## config.mk

```make
export PLATFORM = sky130hd
export DESIGN_NAME = bvs_mul
export DESIGN_NICKNAME = d
export VERILOG_FILES = /design/src/sv/bvs_pkg.sv /design/src/sv/bvs_mul.sv
export SDC_FILE = /design/constraint.sdc
export NUM_CORES = 2
export LEC_CHECK = 0
export BUFFER_PORTS_ARGS = -buffer_cell sky130_fd_sc_hd__buf_2
export CORE_ASPECT_RATIO = 1.2
export CORE_MARGIN = 2
export CORE_UTILIZATION = 30
export DETAILED_ROUTE_END_ITERATION = 16
export PLACE_DENSITY = 0.52
export REMOVE_ABC_BUFFERS = 1
export SYNTH_ARGS = -nofsm -noshare
export SYNTH_HDL_FRONTEND = slang
export SYNTH_SLANG_ARGS = --single-unit
```

## constraint.sdc

```tcl
create_clock -name clock -period 13 [get_ports clock]
set_input_delay 1.95 -clock clock [delete_from_list [all_inputs] [get_ports clock]]
set_output_delay 1.95 -clock clock [all_outputs]
set_load 0.005 [all_outputs]
```

## src/sv/bvs_pkg.sv

```systemverilog
// Shared constants for the barometric vertical speed block.
// Fixed-point constants of the log2 / exp2 datapath and the result status codes.
// No dependencies.
package bvs_pkg;

   localparam int unsigned PRESS_W = 24;
   localparam int unsigned TIME_W  = 32;
   localparam int unsigned SPEED_W = 32;
   localparam int unsigned STAT_W  = 2;

   // 0.1903 and ln2, both Q62, truncated
   localparam logic [63:0] EXP_Q62  = 64'd877603849306731918;
   localparam logic [63:0] LN2_Q62  = 64'h2C5C85FDF473DE6A;
   localparam logic [63:0] ONE_Q56  = 64'h0100_0000_0000_0000;
   localparam logic [63:0] ONE_Q62  = 64'h4000_0000_0000_0000;
   // 44330 m expressed in mm, times 1000 for the ms time step; the Q56 scale of the ratio is removed by the final shift
   localparam logic [63:0] SCALE_MM = 64'd44330000000;

   localparam logic [STAT_W-1:0] STAT_OK      = 2'd0;
   localparam logic [STAT_W-1:0] STAT_NO_PREV = 2'd1;
   localparam logic [STAT_W-1:0] STAT_ZERO_DT = 2'd2;

   localparam logic [31:0] LIM_POS = 32'h7FFF_FFFF;
   localparam logic [31:0] LIM_NEG = 32'h8000_0000;

   localparam logic [5:0] EXP_TERMS = 6'd40;

endpackage

```

## src/sv/bvs_mul.sv

```systemverilog
// Shared 64x64 multiplier built from one 32x32 multiplier over four passes.
// Full 128-bit product; done is registered with the last accumulate, so product is final while done is high.
// Uses bvs_pkg.
module bvs_mul (
   input  logic          clock,
   input  logic          reset,
   input  logic          start,
   input  logic [63:0]   a,
   input  logic [63:0]   b,
   output logic          done,
   output logic [127:0]  product
);
   import bvs_pkg::*;

   logic [63:0]  a_ff, b_ff;
   logic [63:0]  pp_ff;
   logic [1:0]   sh_ff;
   logic [127:0] acc_ff;
   logic [2:0]   cnt_ff;
   logic         busy_ff, done_ff;
   logic [31:0]  pa, pb;
   logic [1:0]   sh_in;
   logic [127:0] pp_shifted;

   assign pa    = cnt_ff[1] ? a_ff[63:32] : a_ff[31:0];
   assign pb    = cnt_ff[0] ? b_ff[63:32] : b_ff[31:0];
   assign sh_in = {1'b0, cnt_ff[1]} + {1'b0, cnt_ff[0]};

   always_comb begin
      unique case (sh_ff)
         2'd0:    pp_shifted = {64'd0, pp_ff};
         2'd1:    pp_shifted = {32'd0, pp_ff, 32'd0};
         default: pp_shifted = {pp_ff, 64'd0};
      endcase
   end

   always_ff @(posedge clock) begin
      if (reset) begin
         busy_ff <= 1'b0;
         done_ff <= 1'b0;
         cnt_ff  <= 3'd0;
      end else begin
         done_ff <= 1'b0;
         if (start) begin
            a_ff    <= a;
            b_ff    <= b;
            acc_ff  <= 128'd0;
            cnt_ff  <= 3'd0;
            busy_ff <= 1'b1;
         end else if (busy_ff) begin
            // multiply pass n while pass n-1 is accumulated
            if (cnt_ff != 3'd4) begin
               pp_ff <= pa * pb;
               sh_ff <= sh_in;
            end
            if (cnt_ff != 3'd0)
               acc_ff <= acc_ff + pp_shifted;
            if (cnt_ff == 3'd4) begin
               busy_ff <= 1'b0;
               done_ff <= 1'b1;
            end
            cnt_ff <= cnt_ff + 3'd1;
         end
      end
   end

   assign done    = done_ff;
   assign product = acc_ff;

endmodule

```

==> impl_metrics.env <==
export IMPL_outcome="finished clean"
export IMPL_worstPathArrival_ps=10260
export IMPL_syn_inst=5958
export IMPL_post_cts_buffers=0
export IMPL_grt_pass1_wl_um=305000
export IMPL_synth_commonest_cells="inv_1, fa_1, nor2_1, nand2_1, ha_1"
export IMPL_async_flop_share_pct=0
export IMPL_finalHoldViolCount=0
export IMPL_crit_slowest_cell="dfxtp_4"
export IMPL_fin_crit_sh_pct=75.8
export IMPL_worstSkewPairLatency_ps=670
export IMPL_synth_seq_cells=327
export IMPL_fmax_ghz=0.101
export IMPL_yosysSeqAreaShare_pct=18.1
export IMPL_final_nets=7467
export IMPL_syn_to_final_growth_pct=10.3
export IMPL_crit_path_frequent_cell="fa_1"
export IMPL_wirelength_um=209000
export IMPL_num_vias=43600
export IMPL_wire_per_inst_um=24.7
export IMPL_routabilityCongestion=0.947
export IMPL_ys_types=73
export IMPL_synth_flop_cell="edfxtp_1"
export IMPL_finalCriticalPeriod_ps=9860
export IMPL_setup_viol=0
export IMPL_htreeDepth=2
export IMPL_std_cell_rows=170
export IMPL_path_delay_family="adder cells"
export IMPL_die_h_um=469
export IMPL_grt_total_usage_pct=22.5
export IMPL_ios=260
export IMPL_yosysMostFrequentCell="inv_1"
export IMPL_viasPerCell=5.14
export IMPL_path_class="reg2reg"
export IMPL_max_slew_margin_pct=24.9
export IMPL_syn_area_um2=54100
export IMPL_gr_total_overflow=0
export IMPL_crit_fanout=36
export IMPL_ys_warn_count=0
export IMPL_crit_path_end_kind="flip-flop"
export IMPL_synth_edf_count=322
export IMPL_synth_top_area_share_pct=33.2
export IMPL_crit_required_ps=13400
export IMPL_ctsResizeCount=0
export IMPL_cap_violations=0
export IMPL_syn_avg_cell_area_um2=9.08
export IMPL_die_area_um2=184000
export IMPL_dp_hpwl_um=173000
export IMPL_fin_skew_ps=40.7
export IMPL_yosysTopAreaCell="fa_1"
export IMPL_clk_path_buf_depth=3
export IMPL_synth_area_leaders="fa_1, edfxtp_1, ha_1"
export IMPL_finalSetupTns_ps=0
export IMPL_drtPass1Iterations=6
export IMPL_ant_nets=0
export IMPL_drive_gt1_share_pct=9.23
export IMPL_root_buffer="clkbuf_16"
export IMPL_fp_coreArea_um2=179000
export IMPL_grt_max_degree=75
export IMPL_hold_path_class="reg2reg"
export IMPL_antenna_found_initial=6
export IMPL_cts_buffers=43
export IMPL_drc=0
export IMPL_critical_path_buf_inv_count=8
export IMPL_cts_tree="yes"
export IMPL_rsz0062_at_grt="false"
export IMPL_clkSlewWorstSetupHoldPaths_ps=60
export IMPL_initial_core_util_pct=30.2
export IMPL_cts_sinks=327
export IMPL_die_w_um=392
export IMPL_worst_pin_slew_ps=1130
export IMPL_drt_iter0_drc=3331
export IMPL_ctsHoldBuffers=0
export IMPL_grt_pass1_vias=45100
export IMPL_startpoint_type="flip-flop"
export IMPL_port_buffers=259
export IMPL_maxSlewViolCount=0
export IMPL_cp_slowest_stage_delay_ps=780
export IMPL_n_fill_cell=18800
worst reg2reg max path: cells and delay by family (launching register included):
family | cells | cell delay [ps]
flops | 1 | 780
mux | 1 | 270
xor+xnor | 1 | 160
compound gates | 5 | 1810
buf+inv | 8 | 1280
simple gates | 4 | 890
fa+ha+maj | 9 | 4440
final cells by class:
| type | count | area (um^2) | area share, % |
|---|---|---|---|
| antenna | 5 | 12.5 | 0.0210 |
| clock buffer | 47 | 1090 | 1.83 |
| clock inverter | 29 | 338 | 0.566 |
| inverter | 960 | 3600 | 6.04 |
| multi-input combinational | 4377 | 39900 | 66.9 |
| sequential | 327 | 9780 | 16.4 |
| tap | 2408 | 3010 | 5.05 |
| timing repair buffer | 338 | 1900 | 3.18 |
per-stage QoR:
| step | hold WS [ps] | util [%] | area [um^2] | std cells | worst slack, ps |
|---|---|---|---|---|---|
| after global routing | 573 | 33.3 | 59700 | 8488 | 2670 |
| after floorplan | 466 | - | 53000 | 5664 | 2680 |
| after global placement | 528 | 32.5 | 58200 | 8409 | 3190 |
| final | 511 | 33.3 | 59700 | 8491 | 3140 |
| after detailed placement | 542 | 32.5 | 58200 | 8409 | 3150 |
| after CTS | 540 | 33.3 | 59600 | 8485 | 3160 |
final timing paths:
| path | from | end | slack, ps | cells after the start |
|---|---|---|---|---|
| worst max register to register | cnt_ff[1]$_SDFFE_PN0P_ | pp_ff[60]$_DFFE_PP_ | 3140 | 28 |
| worst min-delay path | cnt_ff[2]$_SDFFE_PN0P_ | done$_SDFF_PP0_ | 510 | 2 |
| worst min register to register | cnt_ff[2]$_SDFFE_PN0P_ | done$_SDFF_PP0_ | 510 | 2 |
| worst max-delay path | cnt_ff[1]$_SDFFE_PN0P_ | pp_ff[60]$_DFFE_PP_ | 3140 | 28 |
flip-flops by register name, indices dropped and copies added, names as in the netlist:
signal	cells
cnt_ff	3
sh_ff	2
done	1
a_ff	64
product	128
pp_ff	64
b_ff	64
busy_ff	1
logic make-up after synthesis:
group                    share of synthesized area (%)
AND/OR/NAND/NOR                                   14.9
flip-flops                                        18.1
adder cells (fa/ha/maj)                           42.2
multiplexers                                      3.52
buffers and inverters                             8.71
AO/OA/AOI/OAI                                     10.0
XOR/XNOR                                          2.54
layout by cell type, fill, tap and decap left out, drive strengths merged, types with 31 or more instances in the layout:
cell type	n
inv	964
fa	897
nor2	867
nand2	652
ha	392
buf	338
edfxtp	322
a21oi	302
o21ai	146
a21o	118
xnor2	101
mux2i	99
nand4	85
mux2	81
and2	80
o21bai	68
xor2	56
nor3	55
clkbuf	47
a22o	32
nor2b	31
metal layers:
layer | wire length, um | vias up | track usage (%) | part of all wire (%)
met5 | 0 | - | 0 | 0
met4 | 10700 | 0 | 9.63 | 5.1
met3 | 13000 | 368 | 3.02 | 6.2
met2 | 97600 | 1663 | 37.2 | 47
met1 | 88300 | 22300 | 29.5 | 42
li1 | - | 19300 | - | -
Power is left out: the tool's default activity adds up to more than one toggle a clock period on the data nets, which glitch-free logic cannot reach.
