`config.mk`:
```
export PLATFORM = sky130hd
export DESIGN_NAME = bvs_div
export DESIGN_NICKNAME = d
export VERILOG_FILES = /design/src/sv/bvs_pkg.sv /design/src/sv/bvs_div.sv
export SDC_FILE = /design/constraint.sdc
export NUM_CORES = 1
export LEC_CHECK = 0
export ABC_AREA = 1
export BUFFER_PORTS_ARGS = -buffer_cell sky130_fd_sc_hd__buf_2
export CAP_MARGIN = 15
export CORE_MARGIN = 2
export CORE_UTILIZATION = 55
export CTS_CLUSTER_DIAMETER = 60
export DETAILED_ROUTE_END_ITERATION = 12
export PLACE_DENSITY = 0.79
export SLEW_MARGIN = 30
export SYNTH_ARGS = -nofsm -noshare
export SYNTH_HDL_FRONTEND = slang
export SYNTH_SLANG_ARGS = --single-unit
```
`constraint.sdc`:
```
create_clock -name clock -period 43.4 [get_ports clock]
set_clock_uncertainty 0.05 [all_clocks]
set_input_delay 0 -clock clock [delete_from_list [all_inputs] [get_ports clock]]
set_output_delay 0 -clock clock [all_outputs]
set_load 0.01 [all_outputs]
```
`src/sv/bvs_pkg.sv`:
```
// Shared constants for the barometric vertical speed block.
// Fixed-point constants of the log2 / exp2 datapath and the result status codes.
// No dependencies.
package bvs_pkg;

   localparam int unsigned PRESS_W = 24;
   localparam int unsigned TIME_W  = 32;
   localparam int unsigned SPEED_W = 32;
   localparam int unsigned STAT_W  = 2;

   // 0.1903 and ln2, both Q62, truncated
   localparam logic [63:0] EXP_Q62  = 64'd877603849306731918;
   localparam logic [63:0] LN2_Q62  = 64'h2C5C85FDF473DE6A;
   localparam logic [63:0] ONE_Q56  = 64'h0100_0000_0000_0000;
   localparam logic [63:0] ONE_Q62  = 64'h4000_0000_0000_0000;
   // 44330 m expressed in mm, times 1000 for the ms time step; the Q56 scale of the ratio is removed by the final shift
   localparam logic [63:0] SCALE_MM = 64'd44330000000;

   localparam logic [STAT_W-1:0] STAT_OK      = 2'd0;
   localparam logic [STAT_W-1:0] STAT_NO_PREV = 2'd1;
   localparam logic [STAT_W-1:0] STAT_ZERO_DT = 2'd2;

   localparam logic [31:0] LIM_POS = 32'h7FFF_FFFF;
   localparam logic [31:0] LIM_NEG = 32'h8000_0000;

   localparam logic [5:0] EXP_TERMS = 6'd40;

endpackage

```
`src/sv/bvs_div.sv`:
```
// Shared restoring divider, one quotient bit per cycle.
// 128-bit dividend (64 or 128 bits consumed from the top), 32-bit divisor.
// Uses bvs_pkg.
module bvs_div (
   input  logic          clock,
   input  logic          reset,
   input  logic          start,
   input  logic          full,      // 1: 128 quotient bits, 0: 64
   input  logic [127:0]  dividend,
   input  logic [31:0]   divisor,
   output logic          done,
   output logic [127:0]  quotient
);
   import bvs_pkg::*;

   logic [127:0] num_ff, quo_ff;
   logic [31:0]  rem_ff, div_ff;
   logic [6:0]   cnt_ff;
   logic         full_ff, busy_ff, done_ff;
   logic [32:0]  trial, diff;
   logic         qbit;

   assign trial = {rem_ff, num_ff[127]};
   assign diff  = trial - {1'b0, div_ff};
   assign qbit  = trial >= {1'b0, div_ff};

   always_ff @(posedge clock) begin
      if (reset) begin
         busy_ff <= 1'b0;
         done_ff <= 1'b0;
         cnt_ff  <= 7'd0;
      end else begin
         done_ff <= 1'b0;
         if (start) begin
            num_ff  <= dividend;
            div_ff  <= divisor;
            full_ff <= full;
            rem_ff  <= 32'd0;
            quo_ff  <= 128'd0;
            cnt_ff  <= 7'd0;
            busy_ff <= 1'b1;
         end else if (busy_ff) begin
            num_ff <= {num_ff[126:0], 1'b0};
            quo_ff <= {quo_ff[126:0], qbit};
            rem_ff <= qbit ? diff[31:0] : trial[31:0];
            cnt_ff <= cnt_ff + 7'd1;
            if (cnt_ff == (full_ff ? 7'd127 : 7'd63)) begin
               busy_ff <= 1'b0;
               done_ff <= 1'b1;
            end
         end
      end
   end

   assign done     = done_ff;
   assign quotient = quo_ff;

endmodule

```
==> results of run 1 <==
==> worst max-delay path by stage <==
| stage | start | to | slack [ns] | depth (start not counted) |
|---|---|---|---|---|
| floorplan | busy_ff | busy_ff | 27.58 | 4 |
| global placement | start | num_ff[123] | 39.43 | 6 |
| detailed placement | start | num_ff[123] | 39.38 | 6 |
| CTS | start | num_ff[6] | 39.34 | 7 |
| global route | start | quotient[55] | 39.32 | 7 |
| finish | start | num_ff[76] | 39.53 | 7 |
==> worst register-to-register path, cell delays in order, from the launching register on <==
cell,delay [ns]
dfxtp_1,0.42
inv_1,0.13
a21oi_4,0.12
buf_4,0.59
buf_4,0.88
buf_6,0.75
==> cell usage after synthesis <==
cell,number,area (um2)
o21ai_0,5,25.0
inv_1,303,1140
ha_1,33,413
nor2_2,18,113
nand3_1,29,145
xnor2_1,2,17.5
dfxtp_1,9,180
inv_8,1,11.3
edfxtp_1,321,9640
inv_2,2,7.51
nor3_1,2,10.0
nor4_1,1,6.26
buf_1,6,22.5
nor2_8,1,20.0
buf_4,2,15.0
buf_6,2,22.5
and2_1,9,56.3
nand2_8,1,20.0
nand4_1,5,31.3
nand2_4,1,11.3
nand2_2,3,18.8
clkbuf_1,39,146
nor3_4,1,16.3
o21bai_1,1,7.51
fa_1,1,20.0
nand3_2,1,10.0
xor2_1,15,131
nor2_1,230,863
nor3b_1,1,7.51
a21oi_1,24,120
buf_8,2,30.0
nand3b_1,24,180
nand2_1,691,2590
or2_2,1,6.26
buf_2,3,15.0
==> power groups by stage <==
stage / combinational [W] / sequential [W] / clock [W]
after global routing: 0.000155 / 0.000389 / 0.000315
after global placement: 0.000116 / 0.000391 / 0
after floorplan: 0.0000796 / 0.000402 / 0
after CTS: 0.000134 / 0.000386 / 0.000301
after detailed placement: 0.000118 / 0.000392 / 0
final: 0.000139 / 0.000387 / 0.000301
==> cell type report <==
cell class | instances | area share
repair buffers | 510 | 0.173
well taps | 384 | 0.0227
multi-input cells | 1100 | 0.230
diodes | 3 | 0.000355
inverters | 306 | 0.0548
clock inverters | 21 | 0.00800
flip-flops and latches | 330 | 0.465
clock buffers | 43 | 0.0459
==> registers in the layout (all words and copies together), names as in the netlist <==
name / count
div_ff: 32
rem_ff: 32
quotient: 128
num_ff: 128
done: 1
cnt_ff: 7
busy_ff: 1
full_ff: 1
==> cells by family after synthesis <==
| family | count (synthesis) | share of synthesized area |
|---|---|---|
| and+or+nand+nor | 1019 | 0.256 |
| buffers and inverters | 360 | 0.0876 |
| DFF | 330 | 0.611 |
| adders and majority gates | 34 | 0.0269 |
| AOI/OAI and AO/OA | 30 | 0.00950 |
| xor gates and xnor gates | 17 | 0.00927 |
==> stage by stage <==
| stage | instance area [um2] | hold slack (ns) | worst slack, ns | cells |
|---|---|---|---|---|
| after global placement | 17800 | 0.127 | 39.43 | 2419 |
| after detailed placement | 17900 | 0.128 | 39.38 | 2420 |
| after global routing | 21100 | 0.121 | 39.32 | 2696 |
| after floorplan | 16100 | 0.0271 | 27.58 | 1790 |
| after CTS | 21100 | 0.111 | 39.34 | 2694 |
| final | 21100 | 0.129 | 39.53 | 2697 |
==> cell usage in the layout, fill, tap and decap left out, types with 18 or more instances in the layout <==
cell and instances:
nand2_1 691, edfxtp_1 321, inv_1 303, buf_2 291
nor2_1 229, dlygate4sd3_1 210, clkbuf_16 38, ha_1 33
nand3_1 29, nand3b_1 24, a21oi_1 23, nor2_2 18
==> routing by layer <==
layer	vias up	global-route usage	share of wire
met2	833	0.513	0.48
met1	6291	0.379	0.38
met4	0	0.131	0.047
li1	6513	-	-
met5	-	0	0
met3	172	0.0666	0.094
==> impl_metrics.json, run 1 <==
{
  "start_util": 0.560,
  "multi_input_area_um2": 4860,
  "ant_nets": 0,
  "synth_nets": 1988,
  "combPwrFrac": 0.168,
  "ir_worst_vdd_mv": 0.0396,
  "cts_resized": 0,
  "syn_area_um2": 16100,
  "required_ns": 43.51,
  "fin_crit_sh": 0.0891,
  "drive_gt1_frac": 0.167,
  "cts_hold_buf": 210,
  "ioPinCount": 293,
  "hold_class": "input pin to flop",
  "synth.distinct_cells": 35,
  "gp_congestion": 0.902,
  "leakagePower_nw": 10.2,
  "numPortBuffers": 292,
  "finalSetupTns_ns": 0,
  "cts_tree": "built",
  "status": "completed",
  "path_cells": "dlygate4sd3_1 > buf_6 > inv_4 > a21oi_4 > buf_4 > buf_4 > buf_6",
  "crit_slowest_cell": "buf_4",
  "clockBufferDepth": 3,
  "timing_worst_setup_path_type": "input pin to flop",
  "p_seq_frac": 0.468,
  "antenna_found_initial": 3,
  "dp.final_hpwl_um": 25100,
  "critPathBufInv": 6,
  "finalHoldViolCount": 0,
  "p_total_w": 0.000828,
  "yosysSeqAreaShare": 0.611,
  "cp_max_fo": 86,
  "clockPowerShare": 0.364,
  "crit_path_max_incr_delay_ns": 0.88,
  "grt_max_degree": 106,
  "track_usage": 0.304,
  "grt_first_pass_wirelength_um": 72800,
  "min-delay-start": "divisor[6]",
  "postCtsSetupRepairBufs": 0,
  "core.rowCount": 62,
  "internal_power_w": 0.000599,
  "area_growth_syn_to_layout_pct": 31.4,
  "clock_latency_ns": 0.53,
  "post-route-util": 0.736,
  "wl_per_cell_um": 17.2,
  "swShare": 0.276,
  "yosysWarnings": 0,
  "clk_pin_slew_ns": 0.06,
  "slew_violations": 0,
  "critical-path-top-delay-family": "buffers and inverters",
  "power-per-cell-area_nw_per_um2": 39.2,
  "numCtsBuffers": 37,
  "fin_crit_ns": 3.87,
  "grt_pass1_vias": 13800,
  "drt_iter0_markers": 1587,
  "die_h_um": 175,
  "critPathCaptureType": "flop",
  "setup_viol": 0,
  "slew_headroom": 0.333,
  "drcViolationCount": 0,
  "maxCapViolCount": 0,
  "rsz0062_at_grt": "no",
  "min_path_cells": 2,
  "synth-seq-cells": 330,
  "postSynthCellCount": 1790,
  "reg2reg_slack_ns": 40.04,
  "die_area_um2": 30600,
  "h-tree-depth": 2,
  "rr_endpoint": "num_ff[76]",
  "routed_via_density": 5.12,
  "tightest_slew_ns": 1.00,
  "arrival_ns": 3.98,
  "fill_cells": 1986,
  "regArea_um2": 9820,
  "coreArea_um2": 28700,
  "rr_startpoint": "busy_ff",
  "cts_root_buffer": "clkbuf_16",
  "drtPass1Iterations": 9,
  "ff2ff_path_depth": 5,
  "avgSynthCellArea_um2": 8.98,
  "min_to": "div_ff[6]",
  "power_switching_w": 0.000228,
  "start_kind": "input pin",
  "die_w_um": 175,
  "layout.nets": 2483,
  "fmax_mhz": 258,
  "num_vias": 13800,
  "wl_um": 46500,
  "cts.sinks": 330,
  "grt_remaining_overflow": 0
}
Power figures use the tool's default switching activity.
==> run 2, diff against run 1 <==
==> constraint.sdc (replaced) <==
create_clock -name clock -period 3.84 [get_ports clock]
set_clock_uncertainty 0.05 [all_clocks]
set_input_delay 0 -clock clock [delete_from_list [all_inputs] [get_ports clock]]
set_output_delay 0 -clock clock [all_outputs]
set_load 0.01 [all_outputs]
==> impl_metrics.json, run 2 (synthesis gave the netlist of run 1 again) <==
{
  "clock_latency_ns": 0.53,
  "die_area_um2": 30600,
  "cts_root_buffer": "clkbuf_16",
  "routed_via_density": 5.13,
  "maxCapViolCount": 0,
  "start_kind": "flop",
  "power_switching_w": 0.00262,
  "die_w_um": 175,
  "drt_iter0_markers": 1332,
  "leakagePower_nw": 10.2,
  "postPlaceCellArea_um2": 17900,
  "fin_crit_sh": 0.683,
  "numCtsBuffers": 36,
  "drcViolationCount": 0,
  "status": "completed",
  "dp.final_hpwl_um": 26000,
  "cp_max_fo": 25,
  "ant_nets": 0,
  "clockPowerShare": 0.378,
  "gp_congestion": 0.923,
  "reg2reg_slack_ns": 1.22,
  "timing_worst_setup_path_type": "flop to flop",
  "cts_tree": "built",
  "setup_viol": 0,
  "cts_resized": 0,
  "postCtsSetupRepairBufs": 0,
  "cts_hold_buf": 187,
  "power-per-cell-area_nw_per_um2": 453,
  "finalSetupTns_ns": 0,
  "slew_violations": 0,
  "grtUsageMet2": 0.523,
  "grt_use_met1": 0.371,
  "numPortBuffers": 292,
  "ioPinCount": 293,
  "cts.sinks": 330,
  "start_util": 0.560,
  "internal_power_w": 0.00690,
  "required_ns": 4.07,
  "layout.nets": 2457,
  "area_growth_syn_to_layout_pct": 30.6,
  "grt_first_pass_wirelength_um": 71400,
  "grt_remaining_overflow": 0,
  "num_vias": 13700,
  "fmax_mhz": 381,
  "coreArea_um2": 28700,
  "clockBufferDepth": 3,
  "regArea_um2": 9820,
  "layout_common_cells": "nand2_1 (691), edfxtp_1 (321), inv_1 (302)",
  "ir_worst_vdd_mv": 0.408,
  "wl_per_cell_um": 17.2,
  "track_usage": 0.296,
  "final_area_um2": 21000,
  "fill_cells": 1920,
  "tightest_slew_ns": 1.06,
  "clk_pin_slew_ns": 0.06,
  "drtPass1Iterations": 6,
  "final_common_cell": "nand2_1",
  "hold_class": "input pin to flop",
  "critPathCaptureType": "flop",
  "slew_headroom": 0.295,
  "multi_input_area_um2": 4860,
  "p_seq_frac": 0.459,
  "wl_um": 45900,
  "die_h_um": 175,
  "busiest_layer": "met2",
  "fin_crit_ns": 2.62,
  "core.rowCount": 62,
  "antenna_found_initial": 2,
  "drive_gt1_frac": 0.171,
  "rsz0062_at_grt": "no",
  "combPwrFrac": 0.163,
  "swShare": 0.275,
  "finalHoldViolCount": 0,
  "arrival_ns": 2.86,
  "h-tree-depth": 2,
  "grt_max_degree": 220,
  "grt_util_met3": 0.0481,
  "grt_pass1_vias": 13600
}
## run 2: cell count changes in the layout (fill, tap and decap cells not counted), sizes merged
cell | before | now
buf | 300 | 298
bufinv | 1 | 4
clkbuf | 43 | 38
clkinv | 15 | 17
clkinvlp | 0 | 3
diode | 3 | 1
dlygate4sd3 | 210 | 187
inv | 311 | 310
## run 2: final timing paths
check        startpoint         to  cells after the start
max           rem_ff[6]  rem_ff[6]                     12
min          divisor[6]  div_ff[6]                      2
max reg2reg   rem_ff[6]  rem_ff[6]                     12
min reg2reg   cnt_ff[4]  cnt_ff[4]                      1
## run 2: metrics by stage
step / instances / utilization / hold WS (ns) / total power, W / setup WS [ns]
floorplan: 1790 / - / 0.0271 / 0.00537 / -1.89
global placement: 2417 / 0.622 / 0.126 / 0.00573 / 1.31
detailed placement: 2418 / 0.623 / 0.128 / 0.00577 / 1.24
CTS: 2671 / 0.731 / 0.114 / 0.00943 / 1.22
global route: 2672 / 0.731 / 0.132 / 0.00986 / 0.997
finish: 2672 / 0.731 / 0.132 / 0.00952 / 1.22
## run 2: area by class of cell
type	count	area share
diodes	1	0.000119
clock buffers	38	0.0438
clock inverters	28	0.0142
inverters	306	0.0552
multi-input cells	1100	0.232
flip-flops and latches	330	0.468
well taps	384	0.0229
repair buffers	485	0.164
## run 2: per-layer routing
| metal | vias to the layer above | part of all wire |
|---|---|---|
| met2 | 790 | 0.50 |
| met4 | 2 | 0.035 |
| met3 | 125 | 0.084 |
| met5 | - | 0.00024 |
| met1 | 6344 | 0.38 |
| li1 | 6458 | - |
## run 2: power by group through the flow
stage / combinational (W) / clock [W] / sequential (W)
final: 0.00155 / 0.00359 / 0.00437
after detailed placement: 0.00135 / 0 / 0.00442
after global routing: 0.00173 / 0.00374 / 0.00439
after CTS: 0.00150 / 0.00358 / 0.00435
after floorplan: 0.000901 / 0 / 0.00447
after global placement: 0.00131 / 0 / 0.00441
## run 2: critical path, cell delays in order (launching register included)
cell and delay [ns]:
edfxtp_1 0.39, ha_1 0.37, nand2_1 0.11, nor2_1 0.20
nand3_1 0.12, nand3_2 0.14, nand2_2 0.07, nand2_1 0.12
nand2_4 0.24, nand2_8 0.25, inv_8 0.12, nor2_1 0.12
nor2_1 0.06
==> run 3, diff against run 2 <==
--- a/config.mk
+++ b/config.mk
@@ -5,14 +5,14 @@
 export SDC_FILE = /design/constraint.sdc
 export NUM_CORES = 1
 export LEC_CHECK = 0
-export ABC_AREA = 1
+export ABC_AREA = 0
 export BUFFER_PORTS_ARGS = -buffer_cell sky130_fd_sc_hd__buf_2
 export CAP_MARGIN = 15
 export CORE_MARGIN = 2
 export CORE_UTILIZATION = 55
 export CTS_CLUSTER_DIAMETER = 60
 export DETAILED_ROUTE_END_ITERATION = 12
-export PLACE_DENSITY = 0.79
+export PLACE_DENSITY = 0.8
 export SLEW_MARGIN = 30
 export SYNTH_ARGS = -nofsm -noshare
 export SYNTH_HDL_FRONTEND = slang
==> constraint.sdc (replaced) <==
create_clock -name clock -period 2.54 [get_ports clock]
set_clock_uncertainty 0.05 [all_clocks]
set_input_delay 0 -clock clock [delete_from_list [all_inputs] [get_ports clock]]
set_output_delay 0 -clock clock [all_outputs]
set_load 0.01 [all_outputs]
==> impl_metrics.json, run 3 <==
{
  "die_w_um": 167,
  "crit_path_frequent_cell": "buf_6",
  "maxCapViolCount": 0,
  "tightest_slew_ns": 0.552,
  "crit_path_max_incr_delay_ns": 0.44,
  "track_usage": 0.276,
  "critPathCaptureType": "flop",
  "cp_max_fo": 7,
  "grt_first_pass_wirelength_um": 60400,
  "finalHoldViolCount": 0,
  "cts.sinks": 330,
  "wl_per_cell_um": 20.4,
  "routed_via_density": 5.50,
  "path_cells": "ha_4 > buf_6 > a21oi_2 > nand2_1 > o2111ai_2 > o21a_2 > o21a_4 > o2111ai_4 > a211oi_4 > buf_6 > buf_12 > mux2i_1 > nor2_1",
  "slew_headroom": 0.632,
  "grt_remaining_overflow": 0,
  "fin_crit_sh": 1.18,
  "leakagePower_nw": 8.30,
  "clockBufferDepth": 3,
  "synth_top_area_frac": 0.659,
  "cts_tree": "built",
  "core.rowCount": 59,
  "gp_congestion": 0.911,
  "dp.cells": 1670,
  "synth-seq-cells": 330,
  "fin_crit_ns": 3.00,
  "numPortBuffers": 292,
  "yosysWarnings": 0,
  "clk_pin_slew_ns": 0.06,
  "status": "finished, violations left",
  "setup_viol": 33,
  "crit_slowest_cell": "edfxtp_1",
  "arrival_ns": 3.19,
  "yosys.area.top_type": "edfxtp_1",
  "synth_nets": 1184,
  "numCtsBuffers": 36,
  "ant_nets": 0,
  "cts_root_buffer": "clkbuf_16",
  "violations": "negative setup slack",
  "wl_um": 39500,
  "die_area_um2": 27900,
  "antenna_cells": 0,
  "synth_common_cells": "edfxtp_1 (321), nor2b_1 (132), mux2_2 (127)",
  "synth_edf_count": 321,
  "final_area_um2": 20700,
  "antenna_found_initial": 1,
  "fin_cells": 1933,
  "layout_common_cells": "edfxtp_1 (321), buf_2 (291), dlygate4sd3_1 (166)",
  "required_ns": 2.73,
  "area_growth_syn_to_layout_pct": 41.8,
  "synth.distinct_cells": 52,
  "drtPass1Iterations": 5,
  "start_kind": "flop",
  "synth_top_flop_cell": "edfxtp_1",
  "hold_class": "input pin to flop",
  "dp.final_hpwl_um": 21300,
  "ys_top_cells_by_area": "edfxtp_1 (66%), mux2_2 (9.8%), nor2b_1 (5.6%), ha_1 (2.8%), mux2i_1 (1.7%)",
  "layout.nets": 1768,
  "clock_latency_ns": 0.51,
  "ys_async_sr_fraction": 0,
  "power-per-cell-area_nw_per_um2": 712,
  "postSynthCellCount": 986,
  "num_vias": 10600,
  "coreArea_um2": 26100,
  "critical-path-top-delay-family": "compound AO/OA/AOI/OAI gates",
  "drive_gt1_frac": 0.416,
  "start_util": 0.561,
  "yosysSeqAreaShare": 0.671,
  "grt_max_degree": 112,
  "ioPinCount": 293,
  "syn_area_um2": 14600,
  "drcViolationCount": 0,
  "h-tree-depth": 2,
  "slew_violations": 0,
  "fmax_mhz": 334,
  "critPathBufInv": 3,
  "grt_pass1_vias": 11200,
  "avgSynthCellArea_um2": 14.8,
  "final_common_cell": "edfxtp_1",
  "timing_worst_setup_path_type": "flop to flop",
  "fin_ws_ns": -0.458,
  "postPlaceCellArea_um2": 17300,
  "yosysMostFrequentCell": "edfxtp_1",
  "die_h_um": 167,
  "drt_iter0_markers": 830,
  "rsz0062_at_grt": "yes",
  "ir_worst_vdd_mv": 0.657
}
==> run 3: path summary, 6_finish.rpt <==
check         startpoint    endpoint  slack [ns]  cells after the start
max            rem_ff[3]   rem_ff[7]       -0.46                     13
min          divisor[18]  div_ff[18]        0.15                      2
max reg2reg    rem_ff[3]   rem_ff[7]       -0.46                     13
min reg2reg    cnt_ff[5]   cnt_ff[5]        0.45                      2
==> run 3: what timing repair did <==
item | CTS | global route
endpoints found under the hold margin | 200 | 0
resized for setup | 51 | 27
buffers inserted | 22 | 8
cloned | 3 | 0
pin swaps | 24 | 25
hold buffers | 166 | 0
setup endpoints to repair | 33 | 33
==> run 3: per-stage QoR <==
step	TNS (ns)	setup WS, ns	utilization	hold slack (ns)	power (W)
floorplan	-774.86	-2.67	-	0.0228	0.00799
global placement	-7.98	-0.333	0.662	0.127	0.00871
detailed placement	-10.36	-0.446	0.662	0.128	0.00877
CTS	-9.96	-0.365	0.790	0.136	0.0146
global route	-15.89	-0.574	0.796	0.148	0.0153
finish	-11.85	-0.458	0.796	0.149	0.0148
==> run 3: kinds of logic (layout without fill, tap and decap cells) <==
| group | Yosys count | in the layout | share of synthesized area |
|---|---|---|---|
| compound gates | 107 | 107 | 0.0477 |
| xor+xnor | 32 | 32 | 0.0192 |
| fa+ha+maj | 34 | 34 | 0.0296 |
| buf+inv | 82 | 694 | 0.0238 |
| flops | 330 | 330 | 0.671 |
| mux | 152 | 152 | 0.115 |
| simple gates | 249 | 249 | 0.0933 |
==> run 3: metal layers <==
metal | global-route usage | share of wire | up-vias
li1 | - | - | 4819
met1 | 0.338 | 0.38 | 5181
met2 | 0.484 | 0.51 | 511
met3 | 0.0570 | 0.067 | 122
met4 | 0.104 | 0.038 | 2
met5 | 0 | 0.00035 | -
==> run 3: area by class of cell <==
type                            instances  area (um2)
Sequential cell                       330        9820
Multi-Input combinational cell        574        4840
Tap cell                              335         419
Clock inverter                         23         249
Inverter                               41         154
Fill cell                            1369        5320
Timing Repair Buffer                  587        4290
Clock buffer                           43         970
==> run 3: power by group <==
group | internal [W] | switching, W
Clock | 0.00325 | 0.00218
Combinational | 0.00143 | 0.00130
Sequential | 0.00644 | 0.000181
Total | 0.0111 | 0.00366
==> run 3: worst register-to-register path, cell delays in order, from the launching register on <==
cell,delay (ns)
edfxtp_1,0.44
ha_4,0.25
buf_6,0.12
a21oi_2,0.13
nand2_1,0.09
o2111ai_2,0.24
o21a_2,0.18
o21a_4,0.15
o2111ai_4,0.12
a211oi_4,0.29
buf_6,0.18
buf_12,0.15
mux2i_1,0.24
nor2_1,0.10
